===== src/validated_time_sync_keeper_macros.svh =====
// Assertion macros for the time sync keeper.
// Expects clk_i and rst_ni in the scope of every use.
`ifndef VALIDATED_TIME_SYNC_KEEPER_MACROS_SVH
`define VALIDATED_TIME_SYNC_KEEPER_MACROS_SVH

// same-cycle implication
`define VTSK_ASSERT_NOW(lbl, ante, cons, msg) \
  lbl: assert property (@(posedge clk_i) disable iff (!rst_ni) (ante) |-> (cons)) \
    else $error(msg);

// next-cycle implication
`define VTSK_ASSERT_NEXT(lbl, ante, cons, msg) \
  lbl: assert property (@(posedge clk_i) disable iff (!rst_ni) (ante) |=> (cons)) \
    else $error(msg);

`endif


===== src/vtsk_pkg.sv =====
// Shared types and constants of the time sync keeper.
// No dependencies.
`timescale 1ns / 1ps

package vtsk_pkg;

  localparam int RING_DEPTH  = 8;
  localparam int TIME_W      = 48;
  localparam int CMD_W       = 3;
  localparam int SRC_W       = 8;
  localparam int EIDX_W      = 3;
  localparam int CNT_W       = $clog2(RING_DEPTH + 1);
  localparam int IDX_W       = (RING_DEPTH > 1) ? $clog2(RING_DEPTH) : 1;
  localparam int QUEUE_DEPTH = 2;
  localparam int QPTR_W      = $clog2(QUEUE_DEPTH);
  localparam int QCNT_W      = $clog2(QUEUE_DEPTH + 1);
  localparam int CFG_IDX_W   = 2;

  localparam logic [CMD_W-1:0] CMD_QUERY   = 3'd0;
  localparam logic [CMD_W-1:0] CMD_SYNC    = 3'd1;
  localparam logic [CMD_W-1:0] CMD_RBEGIN  = 3'd2;
  localparam logic [CMD_W-1:0] CMD_RRECORD = 3'd3;
  localparam logic [CMD_W-1:0] CMD_READ    = 3'd4;

  localparam logic [CFG_IDX_W-1:0] CFG_EPOCH_MIN = 2'd0;
  localparam logic [CFG_IDX_W-1:0] CFG_EPOCH_MAX = 2'd1;
  localparam logic [CFG_IDX_W-1:0] CFG_SLACK     = 2'd2;

  localparam logic [TIME_W-1:0] EPOCH_MIN_RST = 48'd1577836800000;
  localparam logic [TIME_W-1:0] EPOCH_MAX_RST = 48'd4102444800000;
  localparam logic [TIME_W-1:0] SLACK_RST     = 48'd5000;

  typedef enum logic [2:0] {
    K_QUERY   = 3'd0,
    K_SYNC    = 3'd1,
    K_RBEGIN  = 3'd2,
    K_RRECORD = 3'd3,
    K_READ    = 3'd4,
    K_NONE    = 3'd5
  } kind_e;

  typedef struct packed {
    logic [TIME_W-1:0] epoch_min;
    logic [TIME_W-1:0] epoch_max;
    logic [TIME_W-1:0] slack;
  } cfg_t;

  typedef struct packed {
    kind_e              kind;
    logic               plausible;
    logic [TIME_W-1:0]  epoch;
    logic [TIME_W-1:0]  uptime;
    logic [SRC_W-1:0]   source;
    logic [EIDX_W-1:0]  index;
    logic               last;
    logic               clr;
  } item_t;

  typedef struct packed {
    logic               accepted;
    logic [TIME_W-1:0]  outage;
    logic [TIME_W-1:0]  now;
    logic               clock_valid;
    logic [TIME_W-1:0]  last_sync;
    logic [TIME_W-1:0]  last_known;
    logic [TIME_W-1:0]  boot_outage;
    logic [CNT_W-1:0]   count;
    logic [TIME_W-1:0]  ent_epoch;
    logic [TIME_W-1:0]  ent_uptime;
    logic [SRC_W-1:0]   ent_source;
    logic               dirty;
  } res_t;

endpackage


===== src/vtsk_if.sv =====
// Channel interfaces of the time sync keeper: command items in, status items out.
// Depends on vtsk_pkg.
`timescale 1ns / 1ps

interface vtsk_in_if;
  import vtsk_pkg::*;
  logic                valid;
  logic                ready;
  logic [CMD_W-1:0]    command;
  logic [TIME_W-1:0]   epoch;
  logic [TIME_W-1:0]   uptime;
  logic [SRC_W-1:0]    source_id;
  logic [EIDX_W-1:0]   entry_index;
  logic                restore_last;
  logic                clear_dirty;

  modport source (output valid, command, epoch, uptime, source_id, entry_index,
                  restore_last, clear_dirty, input ready);
  modport sink   (input valid, command, epoch, uptime, source_id, entry_index,
                  restore_last, clear_dirty, output ready);
endinterface

interface vtsk_out_if;
  import vtsk_pkg::*;
  logic                valid;
  logic                ready;
  logic                accepted;
  logic [TIME_W-1:0]   outage;
  logic [TIME_W-1:0]   now_ms;
  logic                clock_valid;
  logic [TIME_W-1:0]   last_sync_ms;
  logic [TIME_W-1:0]   last_known_ms;
  logic [TIME_W-1:0]   boot_outage_ms;
  logic [CNT_W-1:0]    entry_count;
  logic [TIME_W-1:0]   entry_epoch_ms;
  logic [TIME_W-1:0]   entry_uptime_ms;
  logic [SRC_W-1:0]    entry_source;
  logic                dirty;

  modport source (output valid, accepted, outage, now_ms, clock_valid, last_sync_ms,
                  last_known_ms, boot_outage_ms, entry_count, entry_epoch_ms,
                  entry_uptime_ms, entry_source, dirty, input ready);
  modport sink   (input valid, accepted, outage, now_ms, clock_valid, last_sync_ms,
                  last_known_ms, boot_outage_ms, entry_count, entry_epoch_ms,
                  entry_uptime_ms, entry_source, dirty, output ready);
endinterface


===== src/vtsk_front.sv =====
// Front end: accepts command items, decodes the command and checks the epoch window.
// Depends on vtsk_pkg and vtsk_in_if.
`timescale 1ns / 1ps

module vtsk_front (
  vtsk_in_if.sink         in_i,
  input  vtsk_pkg::cfg_t  cfg_i,
  input  logic            full_i,
  output logic            push_o,
  output vtsk_pkg::item_t item_o
);
  import vtsk_pkg::*;

  assign in_i.ready = !full_i;
  assign push_o     = in_i.valid && !full_i;

  always_comb begin
    case (in_i.command)
      CMD_QUERY:   item_o.kind = K_QUERY;
      CMD_SYNC:    item_o.kind = K_SYNC;
      CMD_RBEGIN:  item_o.kind = K_RBEGIN;
      CMD_RRECORD: item_o.kind = K_RRECORD;
      CMD_READ:    item_o.kind = K_READ;
      default:     item_o.kind = K_NONE;
    endcase
    item_o.plausible = (in_i.epoch >= cfg_i.epoch_min) && (in_i.epoch < cfg_i.epoch_max);
    item_o.epoch     = in_i.epoch;
    item_o.uptime    = in_i.uptime;
    item_o.source    = in_i.source_id;
    item_o.index     = in_i.entry_index;
    item_o.last      = in_i.restore_last;
    item_o.clr       = in_i.clear_dirty;
  end

endmodule


===== src/vtsk_queue.sv =====
// Short queue of decoded items between front and back.
// Depends on vtsk_pkg.
`timescale 1ns / 1ps

module vtsk_queue (
  input  logic            clk_i,
  input  logic            rst_ni,
  input  logic            push_i,
  input  vtsk_pkg::item_t item_i,
  output logic            full_o,
  input  logic            pop_i,
  output logic            valid_o,
  output vtsk_pkg::item_t item_o
);
  import vtsk_pkg::*;

  item_t             mem_q [QUEUE_DEPTH];
  logic [QPTR_W-1:0] wr_ptr_q, wr_ptr_d, rd_ptr_q, rd_ptr_d;
  logic [QCNT_W-1:0] cnt_q, cnt_d;

  assign full_o  = (cnt_q == QCNT_W'(QUEUE_DEPTH));
  assign valid_o = (cnt_q != '0);
  assign item_o  = mem_q[rd_ptr_q];

  always_comb begin
    wr_ptr_d = push_i ? QPTR_W'(wr_ptr_q + QPTR_W'(1)) : wr_ptr_q;
    rd_ptr_d = pop_i  ? QPTR_W'(rd_ptr_q + QPTR_W'(1)) : rd_ptr_q;
    cnt_d    = cnt_q;
    if (push_i && !pop_i) begin
      cnt_d = cnt_q + QCNT_W'(1);
    end else if (pop_i && !push_i) begin
      cnt_d = cnt_q - QCNT_W'(1);
    end
  end

  always_ff @(posedge clk_i or negedge rst_ni) begin
    if (!rst_ni) begin
      wr_ptr_q <= '0;
      rd_ptr_q <= '0;
      cnt_q    <= '0;
    end else begin
      wr_ptr_q <= wr_ptr_d;
      rd_ptr_q <= rd_ptr_d;
      cnt_q    <= cnt_d;
    end
  end

  always_ff @(posedge clk_i) begin
    if (push_i) begin
      mem_q[wr_ptr_q] <= item_i;
    end
  end

endmodule


===== src/vtsk_back.sv =====
// Back end: config registers, clock state, history ring and the status output register.
// Depends on vtsk_pkg, vtsk_out_if and validated_time_sync_keeper_macros.svh.
`timescale 1ns / 1ps

module vtsk_back (
  input  logic                           clk_i,
  input  logic                           rst_ni,
  input  logic                           cfg_we_i,
  input  logic [vtsk_pkg::CFG_IDX_W-1:0] cfg_idx_i,
  input  logic [vtsk_pkg::TIME_W-1:0]    cfg_wdata_i,
  output vtsk_pkg::cfg_t                 cfg_o,
  input  logic                           q_valid_i,
  input  vtsk_pkg::item_t                item_i,
  output logic                           pop_o,
  vtsk_out_if.source                     out_o
);
  import vtsk_pkg::*;
  `include "validated_time_sync_keeper_macros.svh"

  cfg_t              cfg_q, cfg_d;
  logic [TIME_W-1:0] base_q, base_d, last_q, last_d, boot_q, boot_d;
  logic              clkset_q, clkset_d, dirty_q, dirty_d, first_q, first_d, rok_q, rok_d;
  logic [CNT_W-1:0]  count_q, count_d, rptr_q, rptr_d;
  logic              out_valid_q, out_valid_d;
  res_t              res_q, res_d;

  logic [TIME_W-1:0] ring_e_q [RING_DEPTH];
  logic [TIME_W-1:0] ring_u_q [RING_DEPTH];
  logic [SRC_W-1:0]  ring_s_q [RING_DEPTH];

  logic              shift_en, wr_en, back_bad, sync_ok, acc;
  logic [IDX_W-1:0]  wr_addr, rd_addr;
  logic [TIME_W-1:0] lk, gap;

  assign pop_o   = q_valid_i && (!out_valid_q || out_o.ready);
  assign cfg_o   = cfg_q;
  assign wr_addr = rptr_q[IDX_W-1:0];
  assign rd_addr = IDX_W'(item_i.index);

  always_comb begin
    cfg_d = cfg_q;
    if (cfg_we_i) begin
      case (cfg_idx_i)
        CFG_EPOCH_MIN: cfg_d.epoch_min = cfg_wdata_i;
        CFG_EPOCH_MAX: cfg_d.epoch_max = cfg_wdata_i;
        CFG_SLACK:     cfg_d.slack     = cfg_wdata_i;
        default: ;
      endcase
    end
  end

  always_comb begin
    base_d   = base_q;
    last_d   = last_q;
    boot_d   = boot_q;
    clkset_d = clkset_q;
    dirty_d  = dirty_q;
    first_d  = first_q;
    rok_d    = rok_q;
    count_d  = count_q;
    rptr_d   = rptr_q;
    shift_en = 1'b0;
    wr_en    = 1'b0;
    acc      = 1'b0;
    gap      = '0;
    res_d    = res_q;

    lk       = (count_q != '0) ? ring_e_q[0] : '0;
    back_bad = (lk != '0) && (lk > item_i.epoch) && ((lk - item_i.epoch) > cfg_q.slack);
    sync_ok  = item_i.plausible && !back_bad;

    res_d.ent_epoch  = '0;
    res_d.ent_uptime = '0;
    res_d.ent_source = '0;

    case (item_i.kind)
      K_QUERY: begin
        if (item_i.clr) begin
          dirty_d = 1'b0;
        end
      end
      K_SYNC: begin
        if (sync_ok) begin
          acc      = 1'b1;
          gap      = ((lk != '0) && (item_i.epoch > lk)) ? item_i.epoch - lk : '0;
          if (!first_q) begin
            boot_d  = gap;
            first_d = 1'b1;
          end
          shift_en = 1'b1;
          count_d  = (count_q < CNT_W'(RING_DEPTH)) ? count_q + CNT_W'(1) : CNT_W'(RING_DEPTH);
          base_d   = item_i.epoch - item_i.uptime;
          last_d   = item_i.epoch;
          clkset_d = 1'b1;
          dirty_d  = 1'b1;
          rok_d    = 1'b0;
        end
      end
      K_RBEGIN: begin
        count_d = '0;
        rptr_d  = '0;
        rok_d   = 1'b1;
      end
      K_RRECORD: begin
        if (rok_q) begin
          if ((rptr_q >= CNT_W'(RING_DEPTH)) || !item_i.plausible) begin
            count_d = '0;
            rok_d   = 1'b0;
          end else begin
            wr_en  = 1'b1;
            acc    = 1'b1;
            rptr_d = rptr_q + CNT_W'(1);
            if (item_i.last) begin
              count_d = rptr_q + CNT_W'(1);
              rok_d   = 1'b0;
            end
          end
        end
      end
      K_READ: begin
        if ((int'(item_i.index) < int'(count_q)) && (int'(item_i.index) < RING_DEPTH)) begin
          res_d.ent_epoch  = ring_e_q[rd_addr];
          res_d.ent_uptime = ring_u_q[rd_addr];
          res_d.ent_source = ring_s_q[rd_addr];
        end
      end
      default: ;
    endcase

    res_d.accepted    = acc;
    res_d.outage      = gap;
    res_d.clock_valid = clkset_d;
    if (!clkset_d) begin
      res_d.now = '0;
    end else if (shift_en) begin
      res_d.now = item_i.epoch;
    end else begin
      res_d.now = base_q + item_i.uptime;
    end
    res_d.last_sync   = last_d;
    if (shift_en) begin
      res_d.last_known = item_i.epoch;
    end else if (count_d == '0) begin
      res_d.last_known = '0;
    end else if (wr_en && (wr_addr == '0)) begin
      res_d.last_known = item_i.epoch;
    end else begin
      res_d.last_known = ring_e_q[0];
    end
    res_d.boot_outage = boot_d;
    res_d.count       = count_d;
    res_d.dirty       = (item_i.kind == K_QUERY) ? dirty_q : dirty_d;

    out_valid_d = pop_o ? 1'b1 : (out_o.ready ? 1'b0 : out_valid_q);
  end

  always_ff @(posedge clk_i or negedge rst_ni) begin
    if (!rst_ni) begin
      cfg_q.epoch_min <= EPOCH_MIN_RST;
      cfg_q.epoch_max <= EPOCH_MAX_RST;
      cfg_q.slack     <= SLACK_RST;
      base_q      <= '0;
      last_q      <= '0;
      boot_q      <= '0;
      clkset_q    <= 1'b0;
      dirty_q     <= 1'b0;
      first_q     <= 1'b0;
      rok_q       <= 1'b0;
      count_q     <= '0;
      rptr_q      <= '0;
      out_valid_q <= 1'b0;
    end else begin
      cfg_q       <= cfg_d;
      out_valid_q <= out_valid_d;
      if (pop_o) begin
        base_q   <= base_d;
        last_q   <= last_d;
        boot_q   <= boot_d;
        clkset_q <= clkset_d;
        dirty_q  <= dirty_d;
        first_q  <= first_d;
        rok_q    <= rok_d;
        count_q  <= count_d;
        rptr_q   <= rptr_d;
      end
    end
  end

  always_ff @(posedge clk_i) begin
    if (pop_o) begin
      res_q <= res_d;
      if (shift_en) begin
        for (int i = 1; i < RING_DEPTH; i++) begin
          ring_e_q[i] <= ring_e_q[i-1];
          ring_u_q[i] <= ring_u_q[i-1];
          ring_s_q[i] <= ring_s_q[i-1];
        end
        ring_e_q[0] <= item_i.epoch;
        ring_u_q[0] <= item_i.uptime;
        ring_s_q[0] <= item_i.source;
      end else if (wr_en) begin
        ring_e_q[wr_addr] <= item_i.epoch;
        ring_u_q[wr_addr] <= '0;
        ring_s_q[wr_addr] <= item_i.source;
      end
    end
  end

  assign out_o.valid           = out_valid_q;
  assign out_o.accepted        = res_q.accepted;
  assign out_o.outage          = res_q.outage;
  assign out_o.now_ms          = res_q.now;
  assign out_o.clock_valid     = res_q.clock_valid;
  assign out_o.last_sync_ms    = res_q.last_sync;
  assign out_o.last_known_ms   = res_q.last_known;
  assign out_o.boot_outage_ms  = res_q.boot_outage;
  assign out_o.entry_count     = res_q.count;
  assign out_o.entry_epoch_ms  = res_q.ent_epoch;
  assign out_o.entry_uptime_ms = res_q.ent_uptime;
  assign out_o.entry_source    = res_q.ent_source;
  assign out_o.dirty           = res_q.dirty;

  `VTSK_ASSERT_NOW(a_count_range, 1'b1, (count_q <= CNT_W'(RING_DEPTH)) && (rptr_q <= CNT_W'(RING_DEPTH)), "ring count or restore pointer beyond depth")
  `VTSK_ASSERT_NEXT(a_sync_sets_clock, pop_o && (item_i.kind == K_SYNC) && sync_ok, clkset_q && dirty_q && !rok_q && first_q, "accepted sync did not update state")
  `VTSK_ASSERT_NEXT(a_restore_begin, pop_o && (item_i.kind == K_RBEGIN), rok_q && (count_q == '0) && (rptr_q == '0), "restore begin did not open restore")
  `VTSK_ASSERT_NEXT(a_result_after_pop, pop_o, out_valid_q && (out_o.entry_count == count_q), "popped item left no result")

endmodule


===== src/validated_time_sync_keeper.sv =====
// Top level of the time sync keeper: front decode, item queue, back execute.
// Depends on vtsk_pkg, vtsk_if, vtsk_front, vtsk_queue and vtsk_back.
//
// channel   direction  handshake      contents
// in_i      sink       valid/ready    command item: command, epochs, source, index, flags
// out_o     source     valid/ready    status item, one per command item
// cfg       write      cfg_we_i       register index and 48-bit data, no read-back
//
// One item per cycle sustained while the output takes each result; the back executes each item combinationally.
// An accepted item is registered in the queue, then its result in the output register.
// While a result waits at the output the queue takes two more items, then the input stalls.
// Reset is ready at once: no clearing pass, ring entries are tracked by the entry count.
`timescale 1ns / 1ps

module validated_time_sync_keeper (
  input  logic                           clk_i,
  input  logic                           rst_ni,
  vtsk_in_if.sink                        in_i,
  vtsk_out_if.source                     out_o,
  input  logic                           cfg_we_i,
  input  logic [vtsk_pkg::CFG_IDX_W-1:0] cfg_idx_i,
  input  logic [vtsk_pkg::TIME_W-1:0]    cfg_wdata_i
);
  import vtsk_pkg::*;

  cfg_t  cfg;
  item_t front_item, queue_item;
  logic  push, full, pop, q_valid;

  vtsk_front u_front (
    .in_i   (in_i),
    .cfg_i  (cfg),
    .full_i (full),
    .push_o (push),
    .item_o (front_item)
  );

  vtsk_queue u_queue (
    .clk_i   (clk_i),
    .rst_ni  (rst_ni),
    .push_i  (push),
    .item_i  (front_item),
    .full_o  (full),
    .pop_i   (pop),
    .valid_o (q_valid),
    .item_o  (queue_item)
  );

  vtsk_back u_back (
    .clk_i       (clk_i),
    .rst_ni      (rst_ni),
    .cfg_we_i    (cfg_we_i),
    .cfg_idx_i   (cfg_idx_i),
    .cfg_wdata_i (cfg_wdata_i),
    .cfg_o       (cfg),
    .q_valid_i   (q_valid),
    .item_i      (queue_item),
    .pop_o       (pop),
    .out_o       (out_o)
  );

endmodule

===== src/flat_wrapper.sv =====
// flat-port wrapper written by rule: the top's interface ports become plain ports
module validated_time_sync_keeper_flat import vtsk_pkg::*;
  (clk_i, rst_ni, cfg_we_i, cfg_idx_i, cfg_wdata_i, in_i_valid, in_i_command, in_i_epoch, in_i_uptime, in_i_source_id, in_i_entry_index, in_i_restore_last, in_i_clear_dirty, in_i_ready, out_o_valid, out_o_accepted, out_o_outage, out_o_now_ms, out_o_clock_valid, out_o_last_sync_ms, out_o_last_known_ms, out_o_boot_outage_ms, out_o_entry_count, out_o_entry_epoch_ms, out_o_entry_uptime_ms, out_o_entry_source, out_o_dirty, out_o_ready);
  vtsk_in_if in_i_i ();
  vtsk_out_if out_o_i ();
  input  logic clk_i;
  input  logic rst_ni;
  input  logic cfg_we_i;
  input  logic [vtsk_pkg::CFG_IDX_W-1:0] cfg_idx_i;
  input  logic [vtsk_pkg::TIME_W-1:0] cfg_wdata_i;
  input wire logic [$bits(in_i_i.valid)-1:0] in_i_valid;
  input wire logic [$bits(in_i_i.command)-1:0] in_i_command;
  input wire logic [$bits(in_i_i.epoch)-1:0] in_i_epoch;
  input wire logic [$bits(in_i_i.uptime)-1:0] in_i_uptime;
  input wire logic [$bits(in_i_i.source_id)-1:0] in_i_source_id;
  input wire logic [$bits(in_i_i.entry_index)-1:0] in_i_entry_index;
  input wire logic [$bits(in_i_i.restore_last)-1:0] in_i_restore_last;
  input wire logic [$bits(in_i_i.clear_dirty)-1:0] in_i_clear_dirty;
  output wire logic [$bits(in_i_i.ready)-1:0] in_i_ready;
  output wire logic [$bits(out_o_i.valid)-1:0] out_o_valid;
  output wire logic [$bits(out_o_i.accepted)-1:0] out_o_accepted;
  output wire logic [$bits(out_o_i.outage)-1:0] out_o_outage;
  output wire logic [$bits(out_o_i.now_ms)-1:0] out_o_now_ms;
  output wire logic [$bits(out_o_i.clock_valid)-1:0] out_o_clock_valid;
  output wire logic [$bits(out_o_i.last_sync_ms)-1:0] out_o_last_sync_ms;
  output wire logic [$bits(out_o_i.last_known_ms)-1:0] out_o_last_known_ms;
  output wire logic [$bits(out_o_i.boot_outage_ms)-1:0] out_o_boot_outage_ms;
  output wire logic [$bits(out_o_i.entry_count)-1:0] out_o_entry_count;
  output wire logic [$bits(out_o_i.entry_epoch_ms)-1:0] out_o_entry_epoch_ms;
  output wire logic [$bits(out_o_i.entry_uptime_ms)-1:0] out_o_entry_uptime_ms;
  output wire logic [$bits(out_o_i.entry_source)-1:0] out_o_entry_source;
  output wire logic [$bits(out_o_i.dirty)-1:0] out_o_dirty;
  input wire logic [$bits(out_o_i.ready)-1:0] out_o_ready;
  assign in_i_i.valid = in_i_valid;
  assign in_i_i.command = in_i_command;
  assign in_i_i.epoch = in_i_epoch;
  assign in_i_i.uptime = in_i_uptime;
  assign in_i_i.source_id = in_i_source_id;
  assign in_i_i.entry_index = in_i_entry_index;
  assign in_i_i.restore_last = in_i_restore_last;
  assign in_i_i.clear_dirty = in_i_clear_dirty;
  assign in_i_ready = in_i_i.ready;
  assign out_o_valid = out_o_i.valid;
  assign out_o_accepted = out_o_i.accepted;
  assign out_o_outage = out_o_i.outage;
  assign out_o_now_ms = out_o_i.now_ms;
  assign out_o_clock_valid = out_o_i.clock_valid;
  assign out_o_last_sync_ms = out_o_i.last_sync_ms;
  assign out_o_last_known_ms = out_o_i.last_known_ms;
  assign out_o_boot_outage_ms = out_o_i.boot_outage_ms;
  assign out_o_entry_count = out_o_i.entry_count;
  assign out_o_entry_epoch_ms = out_o_i.entry_epoch_ms;
  assign out_o_entry_uptime_ms = out_o_i.entry_uptime_ms;
  assign out_o_entry_source = out_o_i.entry_source;
  assign out_o_dirty = out_o_i.dirty;
  assign out_o_i.ready = out_o_ready;
  validated_time_sync_keeper u_core (.clk_i(clk_i), .rst_ni(rst_ni), .in_i(in_i_i), .out_o(out_o_i), .cfg_we_i(cfg_we_i), .cfg_idx_i(cfg_idx_i), .cfg_wdata_i(cfg_wdata_i));
endmodule

===== config.mk =====
export PLATFORM = sky130hd
export DESIGN_NAME = validated_time_sync_keeper_flat
export DESIGN_NICKNAME = d
export VERILOG_FILES = /design/src/vtsk_pkg.sv /design/src/vtsk_if.sv /design/src/vtsk_front.sv /design/src/vtsk_queue.sv /design/src/vtsk_back.sv /design/src/validated_time_sync_keeper.sv /design/src/flat_wrapper.sv
export VERILOG_INCLUDE_DIRS = /design/src /design/src/src
export SDC_FILE = /design/constraint.sdc
export NUM_CORES = 2
export LEC_CHECK = 0
export ABC_AREA = 0
export ABC_CLOCK_PERIOD_IN_PS = 33700
export BUFFER_PORTS_ARGS = -buffer_cell sky130_fd_sc_hd__buf_2
export CAP_MARGIN = 20
export CORE_ASPECT_RATIO = 1.75
export CORE_MARGIN = 2
export CORE_UTILIZATION = 60
export DETAILED_ROUTE_END_ITERATION = 6
export PLACE_DENSITY = 0.79
export SLEW_MARGIN = 20
export SYNTH_ARGS = -nofsm -noshare
export SYNTH_HDL_FRONTEND = slang
export SYNTH_SLANG_ARGS = --single-unit

===== constraint.sdc =====
create_clock -name clk_i -period 33.7 [get_ports clk_i]
set_clock_uncertainty 0.2 [all_clocks]
set_input_delay 5.055 -clock clk_i [delete_from_list [all_inputs] [get_ports clk_i]]
set_output_delay 5.055 -clock clk_i [all_outputs]
set_load 0.005 [all_outputs]

Word-level counts from Yosys, hierarchy flattened
Memories as Yosys holds them, arrays and structs flattened. A register that Yosys moved wholly into a read port is not among the register bits.
Cells that the tools add are included.
{ "totals": {"mem_bits_ro": 0, "output_inout_bits": 353, "mem_bits_rw": 1058, "reg_bits": 552, "memories": 4, "latch_bits": 0} }
{ "classes": {"bitwise_logic": 0, "n_addsub": 10, "mul": 0, "eq_ne": 14, "shifts": 0, "n_lt_le_gt_ge": 8, "reduce_logical": 44, "div": 0, "n_mux": 60} }
{ "memory_table": {"columns": ["name", "words", "width", "read_ports", "rd_ports_with_merged_regs", "write_ports", "line", "source"], "rows": [
  ["u_core.u_back.ring_e_q", 8, 48, 8, 1, 8, "vtsk_back.sv:27", "logic [TIME_W-1:0] ring_e_q [RING_DEPTH];"],
  ["u_core.u_back.ring_u_q", 8, 48, 8, 1, 8, "vtsk_back.sv:28", "logic [TIME_W-1:0] ring_u_q [RING_DEPTH];"],
  ["u_core.u_queue.mem_q", 2, 113, 1, 0, 1, "vtsk_queue.sv:17", "item_t mem_q [QUEUE_DEPTH];"],
  ["u_core.u_back.ring_s_q", 8, 8, 8, 1, 8, "vtsk_back.sv:29", "logic [SRC_W-1:0] ring_s_q [RING_DEPTH];"]
]} }
{ "op_table": {"columns": ["operator", "n"], "rows": [
  ["two-way mux 48 bit", 13],
  ["> comparator 48 bit", 3],
  ["subtractor 48 bit", 3],
  ["OR reduction 48 bit", 2],
  ["adder 48 bit", 1],
  ["greater-or-equal comparator 48 bit", 1],
  ["less-than comparator 48 bit", 1],
  ["nonzero test 48 bit", 1],
  ["two-way mux 1 bit", 28],
  ["two-way mux 4 bit", 7],
  ["case mux 3 bit (5 select lines)", 1],
  ["== test 3 x 2 -> 1 bit (second input constant)", 4],
  ["case mux 4 bit (3 select lines)", 1],
  ["logical AND 1 bit", 10],
  ["AND reduction 2 bit", 5],
  ["logical NOT 1 bit", 9],
  ["logical NOT 3 bit", 3],
  ["two-way mux 3 bit", 3],
  ["adder 4 x 1 -> 4 bit (second input constant)", 2],
  ["two-way mux 8 bit", 1],
  ["case mux 4 bit (2 select lines)", 1],
  ["nonzero test 2 bit", 4],
  ["OR reduction 8 bit", 1],
  ["== test 3 x 1 -> 1 bit (second input constant)", 2],
  ["20 further kinds", 29]
]} }

Longest topological paths before layout
{ "depth": {"depth_word": 14, "depth_mapped": 33} }

Cells and area by module
Synthesis repeated with hierarchy kept, for this count alone.
{ "unflattened": {"hier_cells": 7419, "area_unflattened_um2": 85728.5} }
{ "by_module_without_submodules": {"columns": ["mod", "cells_each", "area_each_um2", "n_inst"], "rows": [
  ["vtsk_back", 6603, 73905.9, 1],
  ["vtsk_queue", 368, 8592.0, 1],
  ["vtsk_front", 448, 3230.6, 1]
]} }

Least setup slack after synthesis
Ideal clock, no wire load.
{ "synth_path": {"path_kind": "input to register", "from": "in out_o_ready", "to": "mem u_core.u_back.ring_e_q[3][0] (enable)", "path_stages": 8, "required_ps": 32552, "t_arrival_ps": 16441, "path_slack_ps": 16111, "path_buffers": 3, "path_cell_list": "nand2b_1 > o21ai_1 > clkinv_1 > nand3_1 > buf_2 > buf_2 > clkbuf_1 > o21ai_0"} }
{ "synth_rtl": {"columns": ["element", "line", "source"], "rows": [
  ["start: declaration", "flat_wrapper.sv:33", "input wire logic [$bits(out_o_i.ready)-1:0] out_o_ready;"],
  ["end: declaration", "vtsk_back.sv:27", null]
]} }

==> results.cfg <==
[yosys]
async_reset_ff_frac = 0.1779
postSynthAreaPerCell_sq_um = 9.436
yosysUniqueCellTypes = 92
seq_area_frac_synth = 0.5416
syn_inst = 9031
yosysWarnings = 0
synthFlopType = edfxtp_1
ys_ff_latch = 1714
synth_edf_count = 1025
syn-cell-area_sq_um = 85220
synthesis.nets = 9543

[clocking]
cts_resized = 0
cts.sinks = 1714
path_clk_slew_ns = 0.07
cts_root_buf = clkbuf_16
postCtsHoldBufs = 0
cts_tree = done
cts-buffers-inserted = 152
post_cts_buffers = 0
clk_latency_ns = 0.83
clockBufferDepth = 3
htree_num_levels = 4

[floorplan]
start_util = 0.6022
rows = 183
fp.dieArea_sq_um = 145200
die_h_um = 502.5
die_w_um = 288.9
core_area_sq_um = 141500
ioPinCount = 520

[drt]
vias_per_cell = 6.416
postRouteAntennaNets = 0
wl_per_cell_um = 28.52
drcViolationCount = 2
postRouteWirelength_um = 320100
drt_first_iter_violations = 9295
drt_first_pass_iters = 7
vias = 72023

[layout]
drive_gt1_frac = 0.1257
syn2layout_area_growth_pct = 10.72
fin_area_sq_um = 94350
post-route-util = 0.6668
final_nets = 9746
fillers = 11040

[status]
violations = DRC
status = finished with violations

[global_routing]
grt_max_degree = 227
grtUsageMet3 = 0.09176
grt.total_usage = 0.4334
grt-ovfl-total = 0
busiest_layer = met2
grtUsageMet2 = 0.6932
grt_pass1_wl_um = 455800
grt_use_met1 = 0.5014
antenna_found_initial = 32
grt_pass1_vias = 68391

[timing]
hold_slack_ns = 0.2558
fin_crit_ns = 10.29
period_share = 0.3052
tightest_slew_ns = 1.238
setup_ws_ns = 23.41
timing.max_slew.rel_slack = 0.1745
tns_ns = 0
max_freq_mhz = 97.23
hold_viol = 0
slew_violations = 0
rsz0062_at_grt = false
setup_violations = 0

[worst_setup_path]
end_kind = register
r2r-start = u_core.u_queue.rd_ptr_q
cp.required_ns = 33.91
crit_arrival_ns = 10.50
cp-start-kind = register
critPathLaunch = u_core.u_queue.rd_ptr_q
path_class = register to register
crit_fanout = 226

[pwr]
ir_drop_mv = 0.07898
power_per_cell_area_nw_per_um2 = 108.3
p_leak_uw = 0.03869

[place]
port_buffers = 519
gp_congestion = 1.018
placed_cell_area_sq_um = 89160
pre_cts_ws_ns = 23.68
place_hpwl_um = 222900

[worst_hold_path]
worstHoldStart = u_core.u_back.ring_u_q[4][2]
hp-class = register to register

[flow_run]
maxCapViolations = 0
worst paths after layout:
check                           slack, ns                             to  cells after the start
worst max-delay path                23.41  u_core.u_back.ring_e_q[6][35]                     25
worst min-delay path                 0.26   u_core.u_back.ring_u_q[5][2]                      2
worst max register to register      23.41  u_core.u_back.ring_e_q[6][35]                     25
worst min register to register       0.26   u_core.u_back.ring_u_q[5][2]                      2
max in group asynchronous           27.00       u_core.u_back.last_q[30]                      3
min in group asynchronous            4.00        u_core.u_back.cfg_o[66]                      1
placed cells by master (no fill, tap or decap), drive strengths merged, types with 20 or more instances in the layout:
cell	netlist	routed
xor2	79	79
mux2	106	106
nor4	24	24
clkbuf	412	211
nor3	23	23
buf	211	672
xnor2	103	103
dfrtp	261	261
a211oi	119	119
ha	341	341
o21ai	463	463
nor2	580	580
a22o	20	20
inv	338	347
a21oi	1003	1003
clkinv	2	44
o21bai	31	31
and2	24	24
or2	31	31
mux2i	108	108
o31ai	20	20
nand2	2007	2007
nand2b	35	35
nor2b	36	36
dfstp	44	44
edfxtp	1025	1025
nand3	678	678
nand4	86	86
a31oi	27	27
a21o	200	200
dfxtp	384	384
o22ai	21	21
worst max-delay path, cell delays in order, from the launching register on:
cell       delay [ns]
dfrtp_4          0.98
buf_4            0.62
mux2i_1          0.15
buf_4            0.22
ha_1             0.62
nand4_1          0.22
or2_2            0.37
a211oi_1         0.28
o21ai_0          0.27
a2111oi_0        0.66
nor2_1           0.18
o31ai_1          0.37
a311oi_1         0.17
xnor2_1          0.21
ha_1             0.33
nand4_1          0.12
or4_1            0.63
nand4bb_1        0.24
nand3_1          0.14
and2_1           0.18
a21oi_2          0.09
nand2_1          0.24
nand3_4          0.34
buf_12           0.43
nand2_2          0.57
buf_4            0.73
area by class of cell:
class,instances,area (sq um),area share
diodes,14,35.03,0.0003713
clock buffers,211,4305,0.04563
clock inverters,71,848.3,0.008991
inverters,340,1291,0.01369
multi-input cells,6354,35550,0.3768
flip-flops and latches,1714,46160,0.4892
well taps,1850,2315,0.02453
repair buffers,672,3844,0.04074
metrics by stage:
step	power [uW]	instances
floorplan	6192	9031
global placement	8178	10928
detailed placement	8224	10930
CTS	10060	11212
global route	10610	11222
finish	10220	11226
cells in the mapped netlist, drive strengths merged, types with 211 or more instances:
master | instances | share of area
nand2 | 2007 | 0.088
inv | 338 | 0.015
buf | 211 | 0.013
dfxtp | 384 | 0.090
clkbuf | 412 | 0.018
a21oi | 1003 | 0.059
o21ai | 463 | 0.027
nand3 | 678 | 0.040
edfxtp | 1025 | 0.36
ha | 341 | 0.050
dfrtp | 261 | 0.077
nor2 | 580 | 0.026
per-layer routing:
layer  share of wire  vias up
met5         0.00047        -
met4           0.097       22
met3            0.10     1036
met2            0.47     4552
met1            0.34    34573
li1                -    31840
kinds of logic (layout without fill, tap and decap cells):
kind of cell	Yosys count	in the layout	share of synthesized area
AOI/OAI and AO/OA	2038	2038	0.1391
DFF	1714	1714	0.5416
xor gates and xnor gates	182	182	0.01871
buffers and inverters	963	1294	0.04578
other	0	14	0
and+or+nand+nor	3575	3575	0.1771
muxes	214	214	0.02669
adders and majority gates	345	345	0.05101
power by group:
group          total (uW)  switching, uW  internal (uW)
combinational        5080           3530           1550
clock                1830            840            986
sequential           3310            369           2940
registers in the layout, summed over array words and instances (netlist names), 4 cells and up:
signal                               flops
u_core.u_back.ring_e_q                 384
u_core.u_back.ring_u_q                 384
u_core.u_queue.mem_q                   226
u_core.u_back.cfg_o                    144
u_core.u_back.ring_s_q                  64
u_core.u_back.base_q                    48
u_core.u_back.boot_q                    48
u_core.u_back.last_q                    48
u_core.u_back.out_o.boot_outage_ms      48
u_core.u_back.out_o.entry_epoch_ms      48
u_core.u_back.out_o.entry_uptime_ms     48
u_core.u_back.out_o.last_known_ms       48
u_core.u_back.out_o.last_sync_ms        48
u_core.u_back.out_o.now_ms              48
u_core.u_back.out_o.outage              48
u_core.u_back.out_o.entry_source         8
u_core.u_back.count_q                    4
u_core.u_back.out_o.entry_count          4
u_core.u_back.rptr_q                     4
Note: power is estimated with default switching activity, not from simulation.
